$ cat src/rtl/core/qicc_pkg.sv
package qicc_pkg;

  // Rounding step and correction field widths
  localparam int STEP_WIDTH = 17;
  localparam int HALF_WIDTH = STEP_WIDTH - 1;
  localparam int CORR_WIDTH = 17;

  // Sample payload widths
  localparam int NEW_COUNT_WIDTH = 32;

  // Configuration port
  localparam int CFG_INDEX_WIDTH = 2;
  localparam int CFG_DATA_WIDTH  = 17;

  typedef enum logic [CFG_INDEX_WIDTH-1:0] {
    CFG_COUNTS_PER_INDEX = 2'd0,
    CFG_REVERSE_POLARITY = 2'd1,
    CFG_INDEX_ENABLE     = 2'd2
  } cfg_index_t;

  localparam logic [STEP_WIDTH-1:0] STEP_MIN   = 17'd4;
  localparam logic [STEP_WIDTH-1:0] STEP_MAX   = 17'd65536;
  localparam logic [STEP_WIDTH-1:0] STEP_RESET = 17'd4096;

  // Request kinds
  localparam logic CMD_SAMPLE    = 1'b0;
  localparam logic CMD_SET_COUNT = 1'b1;

  // Quadrature phase difference codes
  localparam logic [1:0] DIR_UP   = 2'd1;
  localparam logic [1:0] DIR_DOWN = 2'd3;

  typedef enum logic [2:0] {
    ST_IDLE,
    ST_PREP,
    ST_DIVIDE,
    ST_FIX,
    ST_EMIT
  } state_t;

  // 00 -> 0, 10 -> 1, 11 -> 2, 01 -> 3
  function automatic logic [1:0] qicc_phase(input logic a, input logic b);
    logic [1:0] p;
    if (a) begin
      p = b ? 2'd2 : 2'd1;
    end else begin
      p = b ? 2'd3 : 2'd0;
    end
    return p;
  endfunction

endpackage

$ cat src/rtl/core/qicc_sample_if.sv
interface qicc_sample_if;
  import qicc_pkg::*;

  logic                              valid;
  logic                              ready;
  logic                              command;
  logic                              a_level;
  logic                              b_level;
  logic                              z_level;
  logic signed [NEW_COUNT_WIDTH-1:0] new_count;

  modport source (
    output valid, command, a_level, b_level, z_level, new_count,
    input  ready
  );

  modport sink (
    input  valid, command, a_level, b_level, z_level, new_count,
    output ready
  );

endinterface

$ cat src/rtl/core/qicc_result_if.sv
interface qicc_result_if #(
  parameter int POSITION_WIDTH    = 48,
  parameter int INDEX_COUNT_WIDTH = 32
);
  import qicc_pkg::*;

  logic                             valid;
  logic                             ready;
  logic signed [POSITION_WIDTH-1:0] position;
  logic [INDEX_COUNT_WIDTH-1:0]     index_total;
  logic signed [CORR_WIDTH-1:0]     last_correction;

  modport source (
    output valid, position, index_total, last_correction,
    input  ready
  );

  modport sink (
    input  valid, position, index_total, last_correction,
    output ready
  );

endinterface

$ cat src/rtl/core/qicc_cfg_if.sv
interface qicc_cfg_if;
  import qicc_pkg::*;

  logic                       valid;
  logic                       ready;
  logic [CFG_INDEX_WIDTH-1:0] index;
  logic [CFG_DATA_WIDTH-1:0]  data;

  modport source (
    output valid, index, data,
    input  ready
  );

  modport sink (
    input  valid, index, data,
    output ready
  );

endinterface

$ cat src/rtl/core/qicc_rem_unit.sv
// Bit-serial restoring remainder: one dividend bit per cycle, MSB first.
module qicc_rem_unit #(
  parameter int DIVIDEND_WIDTH = 49
) (
  input  logic                                clk,
  input  logic                                rst,
  input  logic                                start,
  input  logic [DIVIDEND_WIDTH-1:0]           dividend,
  input  logic [qicc_pkg::STEP_WIDTH-1:0]     divisor,
  output logic                                done,
  output logic [qicc_pkg::STEP_WIDTH-1:0]     remainder
);
  import qicc_pkg::*;

  localparam int COUNT_WIDTH = $clog2(DIVIDEND_WIDTH + 1);
  localparam logic [COUNT_WIDTH-1:0] BIT_COUNT = COUNT_WIDTH'(DIVIDEND_WIDTH);
  localparam logic [COUNT_WIDTH-1:0] LAST_BIT  = COUNT_WIDTH'(1);

  logic [DIVIDEND_WIDTH-1:0] work;
  logic [STEP_WIDTH-1:0]     rem;
  logic [COUNT_WIDTH-1:0]    count;
  logic                      busy;
  logic [STEP_WIDTH:0]       trial;
  logic [STEP_WIDTH:0]       trial_diff;
  logic                      fits;

  assign trial      = {rem, work[DIVIDEND_WIDTH-1]};
  assign trial_diff = trial - {1'b0, divisor};
  assign fits       = trial >= {1'b0, divisor};
  assign remainder  = rem;

  always_ff @(posedge clk) begin
    if (rst) begin
      busy  <= 1'b0;
      done  <= 1'b0;
      count <= '0;
    end else begin
      done <= 1'b0;
      if (start) begin
        busy  <= 1'b1;
        count <= BIT_COUNT;
      end else if (busy) begin
        count <= count - LAST_BIT;
        if (count == LAST_BIT) begin
          busy <= 1'b0;
          done <= 1'b1;
        end
      end
    end
  end

  always_ff @(posedge clk) begin
    if (start) begin
      work <= dividend;
      rem  <= '0;
    end else if (busy) begin
      work <= work << 1;
      rem  <= fits ? trial_diff[STEP_WIDTH-1:0] : trial[STEP_WIDTH-1:0];
    end
  end

endmodule

$ cat src/rtl/core/quadrature_index_corrected_counter_top.sv
// Quadrature encoder counter with index correction.
//
// sample : one request per pin sample (command = 0, A/B/Z levels) or per
//          set-count (command = 1, new_count). Taken when valid and ready.
// result : one item per request: reported position, index pulse total and
//          the counts added at the latest index correction.
// cfg    : register writes (0 counts_per_index, 1 reverse_polarity,
//          2 index_enable); always ready, other indexes are dropped.
//
// Sequence: a plain sample or set-count is accepted, then loads the result
// register. A sample carrying a rising Z edge with index enabled is accepted,
// prepared, run through a bit-serial remainder unit that retires one dividend
// bit per cycle over POSITION_WIDTH + 1 bits, fixed, then loaded. No new
// request is taken before the current one reaches the result register.
// The result register parts the two sides: the next request is accepted
// while a result still waits; if the receiver stalls, the following result
// holds in the sequencer and sample.ready stays low until the slot frees.
// Reset (rst, synchronous) clears position, offset, index total, last
// correction and the previous pin levels, and restores the register defaults.
module quadrature_index_corrected_counter_top #(
  parameter int POSITION_WIDTH    = 48,
  parameter int INDEX_COUNT_WIDTH = 32
) (
  input  logic          clk,
  input  logic          rst,
  qicc_sample_if.sink   sample,
  qicc_result_if.source result,
  qicc_cfg_if.sink      cfg
);
  import qicc_pkg::*;

  localparam int DIVIDEND_WIDTH = POSITION_WIDTH + 1;
  localparam logic [INDEX_COUNT_WIDTH-1:0] INDEX_ONE = INDEX_COUNT_WIDTH'(1);

  // Configuration registers
  logic [STEP_WIDTH-1:0] counts_per_index;
  logic                  reverse_polarity;
  logic                  index_enable;

  // Counter state
  logic [POSITION_WIDTH-1:0]    raw_position;
  logic [POSITION_WIDTH-1:0]    pos_offset;
  logic [INDEX_COUNT_WIDTH-1:0] index_counter;
  logic [CORR_WIDTH-1:0]        correction;
  logic                         prev_a;
  logic                         prev_b;
  logic                         prev_z;

  state_t state;
  state_t state_next;

  // Sequencer outputs
  logic accept;
  logic rem_start;
  logic fix_en;
  logic result_load;

  // Datapath signals
  logic [STEP_WIDTH-1:0]     step;
  logic [HALF_WIDTH-1:0]     half_step;
  logic [1:0]                step_dir;
  logic                      index_edge;
  logic [POSITION_WIDTH-1:0] new_count_ext;
  logic                      raw_neg;
  logic [DIVIDEND_WIDTH-1:0] dividend;
  logic                      rem_done;
  logic [STEP_WIDTH-1:0]     remainder;
  logic [STEP_WIDTH:0]       delta_wide;
  logic [POSITION_WIDTH-1:0] delta_ext;
  logic [INDEX_COUNT_WIDTH-1:0] index_next;

  // ---------------------------------------------------------------------
  // Configuration port
  // ---------------------------------------------------------------------
  assign cfg.ready = 1'b1;

  always_ff @(posedge clk) begin
    if (rst) begin
      counts_per_index <= STEP_RESET;
      reverse_polarity <= 1'b0;
      index_enable     <= 1'b1;
    end else if (cfg.valid) begin
      unique case (cfg.index)
        CFG_COUNTS_PER_INDEX: counts_per_index <= cfg.data[STEP_WIDTH-1:0];
        CFG_REVERSE_POLARITY: reverse_polarity <= cfg.data[0];
        CFG_INDEX_ENABLE:     index_enable     <= cfg.data[0];
        default: ;
      endcase
    end
  end

  // Clamp the rounding step to its legal range
  always_comb begin
    priority if (counts_per_index < STEP_MIN) begin
      step = STEP_MIN;
    end else if (counts_per_index > STEP_MAX) begin
      step = STEP_MAX;
    end else begin
      step = counts_per_index;
    end
  end

  assign half_step = step[STEP_WIDTH-1:1];

  // ---------------------------------------------------------------------
  // Request decode
  // ---------------------------------------------------------------------
  // x4 decode: phase difference of 1 counts up, 3 counts down, else nothing
  assign step_dir = qicc_phase(sample.a_level, sample.b_level)
                  - qicc_phase(prev_a, prev_b);
  assign index_edge    = index_enable && sample.z_level && !prev_z;
  assign new_count_ext = POSITION_WIDTH'(sample.new_count);

  // ---------------------------------------------------------------------
  // Sequencer
  // ---------------------------------------------------------------------
  always_ff @(posedge clk) begin
    if (rst) begin
      state <= ST_IDLE;
    end else begin
      state <= state_next;
    end
  end

  always_comb begin
    state_next = state;
    unique case (state)
      ST_IDLE: begin
        if (sample.valid) begin
          if (sample.command == CMD_SAMPLE && index_edge) begin
            state_next = ST_PREP;
          end else begin
            state_next = ST_EMIT;
          end
        end
      end
      ST_PREP:   state_next = ST_DIVIDE;
      ST_DIVIDE: if (rem_done) state_next = ST_FIX;
      ST_FIX:    state_next = ST_EMIT;
      ST_EMIT:   if (!result.valid || result.ready) state_next = ST_IDLE;
      default:   state_next = ST_IDLE;
    endcase
  end

  always_comb begin
    sample.ready = 1'b0;
    rem_start    = 1'b0;
    fix_en       = 1'b0;
    result_load  = 1'b0;
    unique case (state)
      ST_IDLE:   sample.ready = 1'b1;
      ST_PREP:   rem_start    = 1'b1;
      ST_DIVIDE: ;
      ST_FIX:    fix_en       = 1'b1;
      ST_EMIT:   result_load  = !result.valid || result.ready;
      default: ;
    endcase
  end

  assign accept = sample.valid && sample.ready;

  // ---------------------------------------------------------------------
  // Index rounding
  // ---------------------------------------------------------------------
  // Dividend is |raw| + step/2; for a negative raw use ~raw + (step/2 + 1)
  assign raw_neg  = raw_position[POSITION_WIDTH-1];
  assign dividend = raw_neg
                  ? {1'b0, ~raw_position} + DIVIDEND_WIDTH'({1'b0, half_step} + 17'd1)
                  : {1'b0, raw_position} + DIVIDEND_WIDTH'(half_step);

  qicc_rem_unit #(
    .DIVIDEND_WIDTH(DIVIDEND_WIDTH)
  ) u_rem (
    .clk      (clk),
    .rst      (rst),
    .start    (rem_start),
    .dividend (dividend),
    .divisor  (step),
    .done     (rem_done),
    .remainder(remainder)
  );

  // Distance to the nearest multiple is step/2 - remainder, negated when raw is negative
  assign delta_wide = raw_neg ? ({1'b0, remainder} - {2'b00, half_step})
                              : ({2'b00, half_step} - {1'b0, remainder});
  assign delta_ext  = POSITION_WIDTH'($signed(delta_wide));
  assign index_next = index_counter + INDEX_ONE;

  // ---------------------------------------------------------------------
  // Counter state
  // ---------------------------------------------------------------------
  always_ff @(posedge clk) begin
    if (rst) begin
      raw_position  <= '0;
      pos_offset    <= '0;
      index_counter <= '0;
      correction    <= '0;
      prev_a        <= 1'b0;
      prev_b        <= 1'b0;
      prev_z        <= 1'b0;
    end else if (accept) begin
      if (sample.command == CMD_SET_COUNT) begin
        // Move the offset so the reported count equals new_count
        pos_offset <= reverse_polarity ? new_count_ext + raw_position
                                       : new_count_ext - raw_position;
      end else begin
        if (step_dir == DIR_UP) begin
          raw_position <= raw_position + POSITION_WIDTH'(1);
        end else if (step_dir == DIR_DOWN) begin
          raw_position <= raw_position - POSITION_WIDTH'(1);
        end
        prev_a <= sample.a_level;
        prev_b <= sample.b_level;
        prev_z <= sample.z_level;
      end
    end else if (fix_en) begin
      raw_position  <= raw_position + delta_ext;
      correction    <= delta_wide[CORR_WIDTH-1:0];
      index_counter <= index_next;
      // Absorb the first correction so the reported count does not jump
      if (index_next == INDEX_ONE) begin
        pos_offset <= reverse_polarity ? pos_offset + delta_ext
                                       : pos_offset - delta_ext;
      end
    end
  end

  // ---------------------------------------------------------------------
  // Result register
  // ---------------------------------------------------------------------
  always_ff @(posedge clk) begin
    if (rst) begin
      result.valid <= 1'b0;
    end else if (result_load) begin
      result.valid <= 1'b1;
    end else if (result.ready) begin
      result.valid <= 1'b0;
    end
  end

  always_ff @(posedge clk) begin
    if (result_load) begin
      result.position        <= reverse_polarity ? pos_offset - raw_position
                                                 : pos_offset + raw_position;
      result.index_total     <= index_counter;
      result.last_correction <= correction;
    end
  end

endmodule

$ cat src/flat_wrapper.sv
// flat-port wrapper written by rule: the top's interface ports become plain ports
module quadrature_index_corrected_counter_top_flat import qicc_pkg::*;
#(
  parameter int POSITION_WIDTH    = 48,
  parameter int INDEX_COUNT_WIDTH = 32
)
  (clk, rst, sample_valid, sample_command, sample_a_level, sample_b_level, sample_z_level, sample_new_count, sample_ready, result_valid, result_position, result_index_total, result_last_correction, result_ready, cfg_valid, cfg_index, cfg_data, cfg_ready);
  qicc_sample_if sample_i ();
  qicc_result_if #(.POSITION_WIDTH(POSITION_WIDTH), .INDEX_COUNT_WIDTH(INDEX_COUNT_WIDTH)) result_i ();
  qicc_cfg_if cfg_i ();
  input  logic clk;
  input  logic rst;
  input wire logic [$bits(sample_i.valid)-1:0] sample_valid;
  input wire logic [$bits(sample_i.command)-1:0] sample_command;
  input wire logic [$bits(sample_i.a_level)-1:0] sample_a_level;
  input wire logic [$bits(sample_i.b_level)-1:0] sample_b_level;
  input wire logic [$bits(sample_i.z_level)-1:0] sample_z_level;
  input wire logic [$bits(sample_i.new_count)-1:0] sample_new_count;
  output wire logic [$bits(sample_i.ready)-1:0] sample_ready;
  output wire logic [$bits(result_i.valid)-1:0] result_valid;
  output wire logic [$bits(result_i.position)-1:0] result_position;
  output wire logic [$bits(result_i.index_total)-1:0] result_index_total;
  output wire logic [$bits(result_i.last_correction)-1:0] result_last_correction;
  input wire logic [$bits(result_i.ready)-1:0] result_ready;
  input wire logic [$bits(cfg_i.valid)-1:0] cfg_valid;
  input wire logic [$bits(cfg_i.index)-1:0] cfg_index;
  input wire logic [$bits(cfg_i.data)-1:0] cfg_data;
  output wire logic [$bits(cfg_i.ready)-1:0] cfg_ready;
  assign sample_i.valid = sample_valid;
  assign sample_i.command = sample_command;
  assign sample_i.a_level = sample_a_level;
  assign sample_i.b_level = sample_b_level;
  assign sample_i.z_level = sample_z_level;
  assign sample_i.new_count = sample_new_count;
  assign sample_ready = sample_i.ready;
  assign result_valid = result_i.valid;
  assign result_position = result_i.position;
  assign result_index_total = result_i.index_total;
  assign result_last_correction = result_i.last_correction;
  assign result_i.ready = result_ready;
  assign cfg_i.valid = cfg_valid;
  assign cfg_i.index = cfg_index;
  assign cfg_i.data = cfg_data;
  assign cfg_ready = cfg_i.ready;
  quadrature_index_corrected_counter_top #(.POSITION_WIDTH(POSITION_WIDTH), .INDEX_COUNT_WIDTH(INDEX_COUNT_WIDTH)) u_core (.clk(clk), .rst(rst), .sample(sample_i), .result(result_i), .cfg(cfg_i));
endmodule
$ cat config.mk
export PLATFORM = sky130hd
export DESIGN_NAME = quadrature_index_corrected_counter_top_flat
export DESIGN_NICKNAME = d
export VERILOG_FILES = /design/src/rtl/core/qicc_pkg.sv /design/src/rtl/core/qicc_sample_if.sv /design/src/rtl/core/qicc_result_if.sv /design/src/rtl/core/qicc_cfg_if.sv /design/src/rtl/core/qicc_rem_unit.sv /design/src/rtl/core/quadrature_index_corrected_counter_top.sv /design/src/flat_wrapper.sv
export SDC_FILE = /design/constraint.sdc
export NUM_CORES = 1
export LEC_CHECK = 0
export BUFFER_PORTS_ARGS = -buffer_cell sky130_fd_sc_hd__buf_2
export CORE_AREA = 10 10 239 286
export DETAILED_ROUTE_END_ITERATION = 10
export DIE_AREA = 0 0 249 296
export PLACE_DENSITY_LB_ADDON = 0.05
export SYNTH_ARGS = -nofsm -noshare
export SYNTH_HDL_FRONTEND = slang
export SYNTH_SLANG_ARGS = --single-unit
$ cat constraint.sdc
create_clock -name clk -period 7.1 [get_ports clk]
set_input_delay 1.42 -clock clk [delete_from_list [all_inputs] [get_ports clk]]
set_output_delay 1.42 -clock clk [all_outputs]
set_load 0.02 [all_outputs]
After elaboration in Yosys (flattened, before gate mapping) --
Index checks and enable logic that the tools add are counted.
Operators by class: reductions and logical operators 23, multiplexer cells 42, eq/ne operators 16, bitwise gates (word level) 4, $lt $le $gt $ge 3, add/sub/neg operators 18
Operators by type and width (count):
- $mux 48 | 12
- $add 48x48->48 | 4
- $mux 49 | 3
- $sub 48x48->48 | 3
- $mux 17 | 3
- $add 48x16->49 | 1
- $add 48x49->49 | 1
- $add 48x1->48 const B | 1
- $not 48->48 | 1
- $sub 48x1->48 const B | 1
- $add 32x1->32 const B | 1
- $eq 32x1->1 const B | 1
- $ge 18x17->1 | 1
- $mux 18 | 1
- $sub 16x17->18 | 1
- $sub 17x16->18 | 1
- $add 16x1->17 const B | 1
- $gt 17x17->1 const B | 1
- $lt 17x3->1 const B | 1
- $sub 17x17->17 | 1
- $pmux 3 s5 | 1
- $mux 2 | 6
- $mux 3 | 4
- $mux 6 | 2
- 23 further kinds | 53
Word-level totals: output and inout port bits 100, bits in registers 342, input port bits 60

Depth between registers and ports, before layout --
Gate-level depths: netlist of run 1.
depth in word-level cells 10, mapped depth 32, gate-level depth less buffers 29

Hierarchy --
From an unflattened synthesis of run 1, not the netlist that was laid out.
Second synthesis, totals: cells, all modules 3684, area, all modules 29801.1 um2
By module, submodules not included:
- quadrature_index_corrected_counter_top | area each 25690.9 um2, cells each 3306, instances 1
- qicc_rem_unit | area each 4110.2 um2, cells each 378, instances 1

Least setup slack after synthesis of run 1 --
No wires, ideal clock.
kind register -> register, start register u_core.counts_per_index[10], end register u_core.pos_offset[47], path slack 0.575 ns, data arrival time 6.430 ns, data required time 7.005 ns, stages on the path, launching flop included 32, cells stage by stage dfxtp_1 clkbuf_1 nor4_1 nand4_1 o31ai_4 and2_1 clkbuf_1 ha_1 buf_2 nand2_1 o21ai_0 nor3_1 or2_2 xor2_1 and4b_1 nand4_1 nor4_1 nand3_1 clkbuf_1 a21bo_2 ha_1 nand2_1 o21ai_0 nor2_1 o311ai_0 a211oi_1 nor2b_1 a211oi_1 a311oi_1 nand4_1 mux2_2 o311ai_1
Between the ends: word-level cells in the longest chain between the ends 10, elaborated cells between the ends (all ways) 13, classes of those cells 4 x add/sub; 2 x order compare; 7 x mux
Ends and longest elaborated chain:
- start: declaration | line quadrature_index_corrected_counter_top.sv:36 | logic [STEP_WIDTH-1:0] counts_per_index;
- start signal: assignment | line quadrature_index_corrected_counter_top.sv:84 | CFG_COUNTS_PER_INDEX: counts_per_index <= cfg.data[STEP_WIDTH-1:0];
- $gt 17x17->1 | line quadrature_index_corrected_counter_top.sv:96 | end else if (counts_per_index > STEP_MAX) begin
- $mux 17 | line quadrature_index_corrected_counter_top.sv:96
- $mux 17 (*) | line quadrature_index_corrected_counter_top.sv:94 | priority if (counts_per_index < STEP_MIN) begin
- $sub 16x17->18 / $sub 17x16->18 (equally long branches) | line quadrature_index_corrected_counter_top.sv:185, quadrature_index_corrected_counter_top.sv:184
- $mux 18 (*) | line quadrature_index_corrected_counter_top.sv:184 | assign delta_wide = raw_neg ? ({1'b0, remainder} - {2'b00, half_step})
- $sub 48x48->48 / $add 48x48->48 (equally long branches) | line quadrature_index_corrected_counter_top.sv:223, quadrature_index_corrected_counter_top.sv:222
- $mux 48 (*) | line quadrature_index_corrected_counter_top.sv:222 | pos_offset <= reverse_polarity ? pos_offset + delta_ext
- $mux 48 (*) | line quadrature_index_corrected_counter_top.sv:221 | if (index_next == INDEX_ONE) begin
- $mux 48 (*) | line quadrature_index_corrected_counter_top.sv:216 | end else if (fix_en) begin
- $mux 48 (*) | line quadrature_index_corrected_counter_top.sv:201 | end else if (accept) begin
- end signal: assignment | line quadrature_index_corrected_counter_top.sv:204 | pos_offset <= reverse_polarity ? new_count_ext + raw_position
- end signal: assignment | line quadrature_index_corrected_counter_top.sv:222
- end: declaration | line quadrature_index_corrected_counter_top.sv:42 | logic [POSITION_WIDTH-1:0] pos_offset;
Every way passes the cells marked *; elsewhere a longest branch is shown, timed or not. The select of a mux whose other input is x is not followed. A chain may end at the register's enable or synchronous reset.

Worst setup path in the final report of run 1 --
start register u_core.counts_per_index[3], end register u_core.pos_offset[41]
The elaborated chain is that of the path after synthesis.

==> results of run 1 <==
==> metal layers <==
| metal | track usage | wire length [um] | vias to the layer above |
|---|---|---|---|
| li1 | - | - | 14400 |
| met1 | 0.360 | 46900 | 13800 |
| met2 | 0.446 | 46800 | 848 |
| met3 | 0.0298 | 5550 | 149 |
| met4 | 0.0685 | 2540 | 0 |
| met5 | 0 | 0 | - |
==> sequential cells by signal, indices dropped and copies added, names as in the netlist, 3 cells and up <==
| register | cells |
|---|---|
| u_core.result.last_correction | 17 |
| u_core.u_rem.work | 49 |
| u_core.correction | 17 |
| u_core.u_rem.remainder | 17 |
| u_core.u_rem.count | 6 |
| u_core.pos_offset | 48 |
| u_core.counts_per_index | 17 |
| u_core.state | 3 |
| u_core.result.position | 48 |
| u_core.raw_position | 48 |
| u_core.result.index_total | 32 |
| u_core.index_counter | 32 |
==> through the flow <==
stage,power [mW],cells
final,15.7,4898
after global routing,16.9,4897
after CTS,15.5,4894
after detailed placement,13.1,4814
after global placement,13.1,4814
after floorplan,10.1,3893
==> final timing paths <==
| kind | from | cells after the start | slack, ns | endpoint |
|---|---|---|---|---|
| setup / recovery | u_core.counts_per_index[3]$_SDFFE_PP0P_ | 33 | 0.26 | u_core.pos_offset[41]$_SDFFE_PP0P_ |
| setup reg to reg | u_core.counts_per_index[3]$_SDFFE_PP0P_ | 33 | 0.26 | u_core.pos_offset[41]$_SDFFE_PP0P_ |
| hold reg to reg | u_core.correction[12]$_SDFFE_PP0P_ | 0 | 0.43 | u_core.result.last_correction[12]$_DFFE_PP_ |
| hold / removal | u_core.correction[12]$_SDFFE_PP0P_ | 0 | 0.43 | u_core.result.last_correction[12]$_DFFE_PP_ |
==> cell families (layout without fill, tap and decap cells) <==
| group | count (synthesis) | after routing | synth area share |
|---|---|---|---|
| compound gates | 1228 | 1228 | 0.254 |
| buf+inv | 403 | 583 | 0.0510 |
| fa+ha+maj | 268 | 268 | 0.113 |
| simple gates | 1271 | 1271 | 0.197 |
| mux | 22 | 22 | 0.00743 |
| other cells | 2 | 3 | 0.000248 |
| xor+xnor | 357 | 357 | 0.104 |
| flops | 342 | 342 | 0.274 |
==> worst max-delay path: cells and delay by family, from the launching register on <==
kind | cells | cell delay [ns]
adder cells (fa/ha/maj) | 2 | 0.59
buffers and inverters | 7 | 1.19
AND/OR/NAND/NOR | 7 | 1.18
flip-flops | 1 | 0.31
AO/OA/AOI/OAI | 16 | 3.31
XOR/XNOR | 1 | 0.14
==> cell type report <==
type                    count  share of cell area
well taps                 824              0.0301
multi-input cells        3148               0.605
inverters                 193              0.0211
repair buffers            312              0.0575
clock buffers              52              0.0348
diodes                      1           0.0000730
flip-flops and latches    342               0.243
clock inverters            26             0.00909
==> report_power, final <==
| part | internal [mW] | switching [mW] |
|---|---|---|
| clock | 1.36 | 0.970 |
| sequential | 2.43 | 0.276 |
| combinational | 4.20 | 6.43 |
| total | 8.00 | 7.68 |
==> placed cells by master (no fill, tap or decap), drive strengths merged, types with 51 or more instances in the layout <==
cell type / instances
and3: 51
xnor2: 243
a21oi: 388
ha: 258
xor2: 114
o21ai: 278
nor2: 353
nand3: 102
a211oi: 84
clkbuf: 52
nor3: 91
nand2: 410
edfxtp: 146
inv: 197
buf: 312
a31oi: 68
nand4: 53
dfxtp: 196
a21o: 115
==> repair_timing <==
item,CTS,global route
buffers inserted,2,3
pin swaps,1,13
setup endpoints to repair,10,35
resized for setup,2,51
hold buffers,0,0
==> flow_metrics.py, run 1 <==
metrics = {
    "status": {
        "status": "finished, final reports clean",
    },
    "placement": {
        "place_area_um2": 32500,
        "io_buffers": 158,
        "gp_congestion": 0.969,
        "dp_hpwl_um": 80200,
        "post-place-ws_ns": -0.147,
    },
    "worst_setup_path": {
        "crit_type": "register to register",
        "crit_top_cell": "buf_4",
        "crit_path_end_kind": "register",
        "crit_fanout": 7,
        "cp-start-kind": "register",
        "cp_slowest_cell": "a311oi_2",
        "arrival_ns": 7.36,
        "slowest_delay_ns": 0.32,
        "required_ns": 7.63,
    },
    "die": {
        "fp.dieH_um": 296,
        "start_util": 0.483,
        "rows": 101,
        "fp.coreArea_um2": 62800,
        "die_w_um": 249,
        "ios": 160,
        "die-area_um2": 73700,
    },
    "sta": {
        "clock_skew_ns": 0.0308,
        "tightest_slew_ns": 0.954,
        "maxSlewViolCount": 0,
        "period_needed_ns": 6.84,
        "period_share": 0.963,
        "setup_viol": 0,
        "hold_ws_ns": 0.432,
        "worst_slack_ns": 0.263,
        "hold_violations": 0,
        "tns_ns": 0,
        "max_freq_mhz": 146,
        "relSlewSlack": 0.356,
    },
    "yosys": {
        "synthTopCellsByArea": "edfxtp_1 (14%), dfxtp_1 (13%), ha_1 (11%)",
        "synth-async-reset-ratio": 0,
        "postSynthAreaPerCell_um2": 7.79,
        "syn_area_um2": 30300,
        "synthCells": 3893,
        "synth-seq-area-share": 0.274,
        "synth_seq_cells": 342,
        "synth_top_area_frac": 0.145,
        "synth_enable_flop_cells": 146,
        "ys_types": 91,
        "netlist_top_cells_count": "nand2_1 (410), a21oi_1 (388), nor2_1 (353)",
        "synth_area_leader_cell": "edfxtp_1",
        "synth_fp_nets": 4220,
        "ys_warn_count": 0,
        "synth-main-ff-cell": "dfxtp_1",
        "yosysMostFrequentCell": "nand2_1",
    },
    "clock_network": {
        "clk_pin_slew_ns": 0.06,
        "cts_tree": "built",
        "cts_root_buffer": "clkbuf_16",
        "cts.path.max_buffers": 3,
        "cts_made_buffers": 42,
        "cts.sinks": 342,
        "htreeDepth": 2,
        "worstSkewPairLatency_ns": 0.61,
    },
    "finish": {
        "seqCellArea_um2": 8310,
        "nets": 4366,
        "drive_gt1_frac": 0.124,
        "multi_input_area_um2": 20700,
        "fin_area_um2": 34300,
        "nFillCells": 6187,
        "syn_to_final_growth_pct": 13.0,
        "utilization": 0.546,
    },
    "drt": {
        "vias": 29200,
        "routed_wl_um": 102000,
        "drtIter0Drc": 2233,
        "post_drt_wl_per_cell_um": 20.8,
        "first_pass_iters": 6,
        "viasPerCell": 5.95,
        "final_antenna_net_count": 0,
        "drc": 0,
    },
    "global_routing": {
        "grtUsageTotal": 0.267,
        "antenna_found_initial": 2,
        "grt_max_degree": 77,
        "grt_pass1_wl_um": 159000,
        "grt_pass1_vias": 27700,
        "gr-total-overflow": 0,
    },
    "worst_hold_path": {
        "hp-class": "register to register",
    },
    "power": {
        "power_density_nw_per_um2": 457,
        "power_leakage_nw": 14.6,
        "peakVddDrop_mv": 0.269,
    },
    "job": {
        "max_cap_violations": 0,
    },
}
No activity file was read; power rests on OpenSTA's default activity.
==> inputs of run 2 (changes only) <==
--- a/config.mk
+++ b/config.mk
@@ -5,10 +5,11 @@
 export SDC_FILE = /design/constraint.sdc
 export NUM_CORES = 1
 export LEC_CHECK = 0
+export ABC_AREA = 1
 export BUFFER_PORTS_ARGS = -buffer_cell sky130_fd_sc_hd__buf_2
-export CORE_AREA = 10 10 239 286
+export CORE_AREA = 10 10 244 293
 export DETAILED_ROUTE_END_ITERATION = 10
-export DIE_AREA = 0 0 249 296
+export DIE_AREA = 0 0 254 303
 export PLACE_DENSITY_LB_ADDON = 0.05
 export SYNTH_ARGS = -nofsm -noshare
 export SYNTH_HDL_FRONTEND = slang
==> run 2 against run 1 <==
Against the previous run:
- maximum frequency increased by 3.6%
- clock-buffer cell count rose by 2
- largest cell class unchanged
- power is 4.0% higher
==> flow_metrics.py, run 2 <==
metrics = {
    "clock_network": {
        "cts.sinks": 342,
        "cts_setup_buffers": 0,
        "worstSkewPairLatency_ns": 0.59,
        "htreeDepth": 2,
        "cts_made_buffers": 41,
        "cts_root_buffer": "clkbuf_16",
        "clk_pin_slew_ns": 0.06,
        "cts_tree": "built",
        "holdBufCountCts": 0,
        "cts-resized-gates": 0,
        "cts.path.max_buffers": 3,
    },
    "yosys": {
        "synth-seq-area-share": 0.261,
        "synth_enable_flop_cells": 146,
        "synth_top_area_frac": 0.137,
        "syn_area_um2": 31900,
        "yosysMostFrequentCell": "nand2_1",
        "synthTopCellsByArea": "edfxtp_1 (14%), dfxtp_1 (12%), ha_1 (10%)",
        "synth_seq_cells": 342,
        "postSynthAreaPerCell_um2": 6.72,
        "synth-main-ff-cell": "dfxtp_1",
        "ys_types": 78,
        "synth-async-reset-ratio": 0,
        "synth_area_leader_cell": "edfxtp_1",
        "synthCells": 4746,
        "ys_warn_count": 0,
        "netlist_top_cells_count": "nand2_1 (777), inv_1 (729), a21oi_1 (550)",
        "synth_fp_nets": 5073,
    },
    "power": {
        "power_mw": 16.3,
        "peakVddDrop_mv": 0.204,
        "power_leakage_nw": 16.9,
        "power_density_nw_per_um2": 464,
    },
    "worst_setup_path": {
        "worstPathBufferInverterCount": 5,
        "crit_path_end_kind": "register",
        "cp_slowest_cell": "xor2_1",
        "cp-start-kind": "register",
        "required_ns": 7.52,
        "slowest_delay_ns": 0.43,
        "rrSetupSlack_ns": 0.50,
        "arrival_ns": 7.02,
        "crit_fanout": 17,
        "crit_type": "register to register",
        "crit_top_cell": "nor2_1",
        "cp_top_family": "simple AND/OR/NAND/NOR gates",
        "reg2reg_depth": 36,
        "reg2reg_to": "u_core.pos_offset[42]$_SDFFE_PP0P_",
        "worstReg2RegStart": "u_core.counts_per_index[9]$_SDFFE_PP0P_",
    },
    "finish": {
        "layout_commonest_cell": "nand2_1",
        "drive_gt1_frac": 0.0773,
        "multi_input_area_um2": 20300,
        "syn_to_final_growth_pct": 10.0,
        "regMostFlops": "u_core.u_rem.work",
        "most-common-layout-cells": "nand2_1 (775), inv_1 (727), a21oi_1 (546)",
        "largest_reg_flops": 49,
        "seqCellArea_um2": 8310,
        "antenna_cells": 0,
        "nFillCells": 6732,
        "nets": 5210,
    },
    "sta": {
        "tightest_slew_ns": 1.11,
        "rsz0062_at_grt": "false",
        "setup_viol": 0,
        "tns_ns": 0,
        "relSlewSlack": 0.260,
        "period_needed_ns": 6.60,
        "period_share": 0.929,
        "max_freq_mhz": 152,
        "hold_violations": 0,
        "clock_skew_ns": 0.0199,
        "maxSlewViolCount": 0,
    },
    "placement": {
        "gp_congestion": 1.03,
        "dp_hpwl_um": 99100,
        "io_buffers": 158,
    },
    "worst_hold_path": {
        "min_from": "u_core.correction[5]$_SDFFE_PP0P_",
        "hold_end": "u_core.result.last_correction[5]$_DFFE_PP_",
        "hp-class": "register to register",
        "min_path_cells": 0,
    },
    "global_routing": {
        "grt_pass1_wl_um": 184000,
        "grt_pass1_vias": 31400,
        "grt_max_degree": 79,
        "antenna_found_initial": 0,
        "grtUsageTotal": 0.308,
        "gr-total-overflow": 0,
    },
    "drt": {
        "first_pass_iters": 6,
        "vias": 33100,
        "post_drt_wl_per_cell_um": 21.2,
        "drc": 0,
        "routed_wl_um": 122000,
        "final_antenna_net_count": 0,
        "viasPerCell": 5.75,
        "drtIter0Drc": 2733,
    },
    "die": {
        "fp.dieH_um": 303,
        "ios": 160,
        "die-area_um2": 77000,
        "start_util": 0.487,
        "die_w_um": 254,
        "rows": 103,
        "fp.coreArea_um2": 65500,
    },
    "job": {
        "max_cap_violations": 0,
    },
    "status": {
        "status": "finished, final reports clean",
    },
}
run 2: worst max path at each step:
stage / start / endpoint / slack, ns / cells after the start
after floorplan: u_core.counts_per_index[4]$_SDFFE_PP0P_ / u_core.pos_offset[47]$_SDFFE_PP0P_ / 1.40 / 44
after global placement: u_core.counts_per_index[9]$_SDFFE_PP0P_ / u_core.pos_offset[46]$_SDFFE_PP0P_ / 0.57 / 38
after CTS: u_core.counts_per_index[9]$_SDFFE_PP0P_ / u_core.pos_offset[46]$_SDFFE_PP0P_ / 0.41 / 38
after global routing: u_core.counts_per_index[7]$_SDFFE_PP0P_ / u_core.pos_offset[47]$_SDFFE_PP0P_ / 0.03 / 44
after detailed placement: u_core.counts_per_index[9]$_SDFFE_PP0P_ / u_core.pos_offset[46]$_SDFFE_PP0P_ / 0.45 / 38
final: u_core.counts_per_index[9]$_SDFFE_PP0P_ / u_core.pos_offset[42]$_SDFFE_PP0P_ / 0.50 / 36
run 2: final cells by class:
cell class              instances  share of cell area
clock inverters                22             0.00603
inverters                     757              0.0811
clock buffers                  54              0.0333
flip-flops and latches        342               0.237
well taps                     840              0.0300
repair buffers                208              0.0332
multi-input cells            3533               0.580
run 2: cells by family after synthesis:
family | Yosys count | share of synthesized area
xor gates and xnor gates | 279 | 0.0775
DFF | 342 | 0.261
muxes | 1 | 0.000314
adders and majority gates | 267 | 0.107
and+or+nand+nor | 1700 | 0.227
other | 2 | 0.000236
AOI/OAI and AO/OA | 1284 | 0.223
buffers and inverters | 871 | 0.105
run 2: stage by stage:
| step | utilization | setup WS (ns) | area [um2] | hold WS, ns | instances |
|---|---|---|---|---|---|
| floorplan | - | 1.40 | 31900 | 0.403 | 4746 |
| global placement | 0.514 | 0.571 | 33700 | 0.416 | 5680 |
| detailed placement | 0.514 | 0.448 | 33700 | 0.417 | 5680 |
| CTS | 0.535 | 0.410 | 35000 | 0.431 | 5756 |
| global route | 0.536 | 0.0312 | 35100 | 0.440 | 5756 |
| finish | 0.536 | 0.503 | 35100 | 0.431 | 5756 |
run 2: power by group:
| part | leakage (nW) | switching (mW) | internal, mW | total [mW] |
|---|---|---|---|---|
| Clock | 0.681 | 0.943 | 1.28 | 2.22 |
| Combinational | 13.2 | 7.66 | 3.58 | 11.2 |
| Sequential | 2.98 | 0.305 | 2.53 | 2.83 |
| Total | 16.9 | 8.91 | 7.39 | 16.3 |
run 2: routing by layer:
layer,vias up,global-route usage,wire (um)
met5,-,0,0
met4,0,0.126,5430
met3,273,0.0366,8360
met2,1210,0.519,56200
met1,15400,0.395,52300
li1,16200,-,-
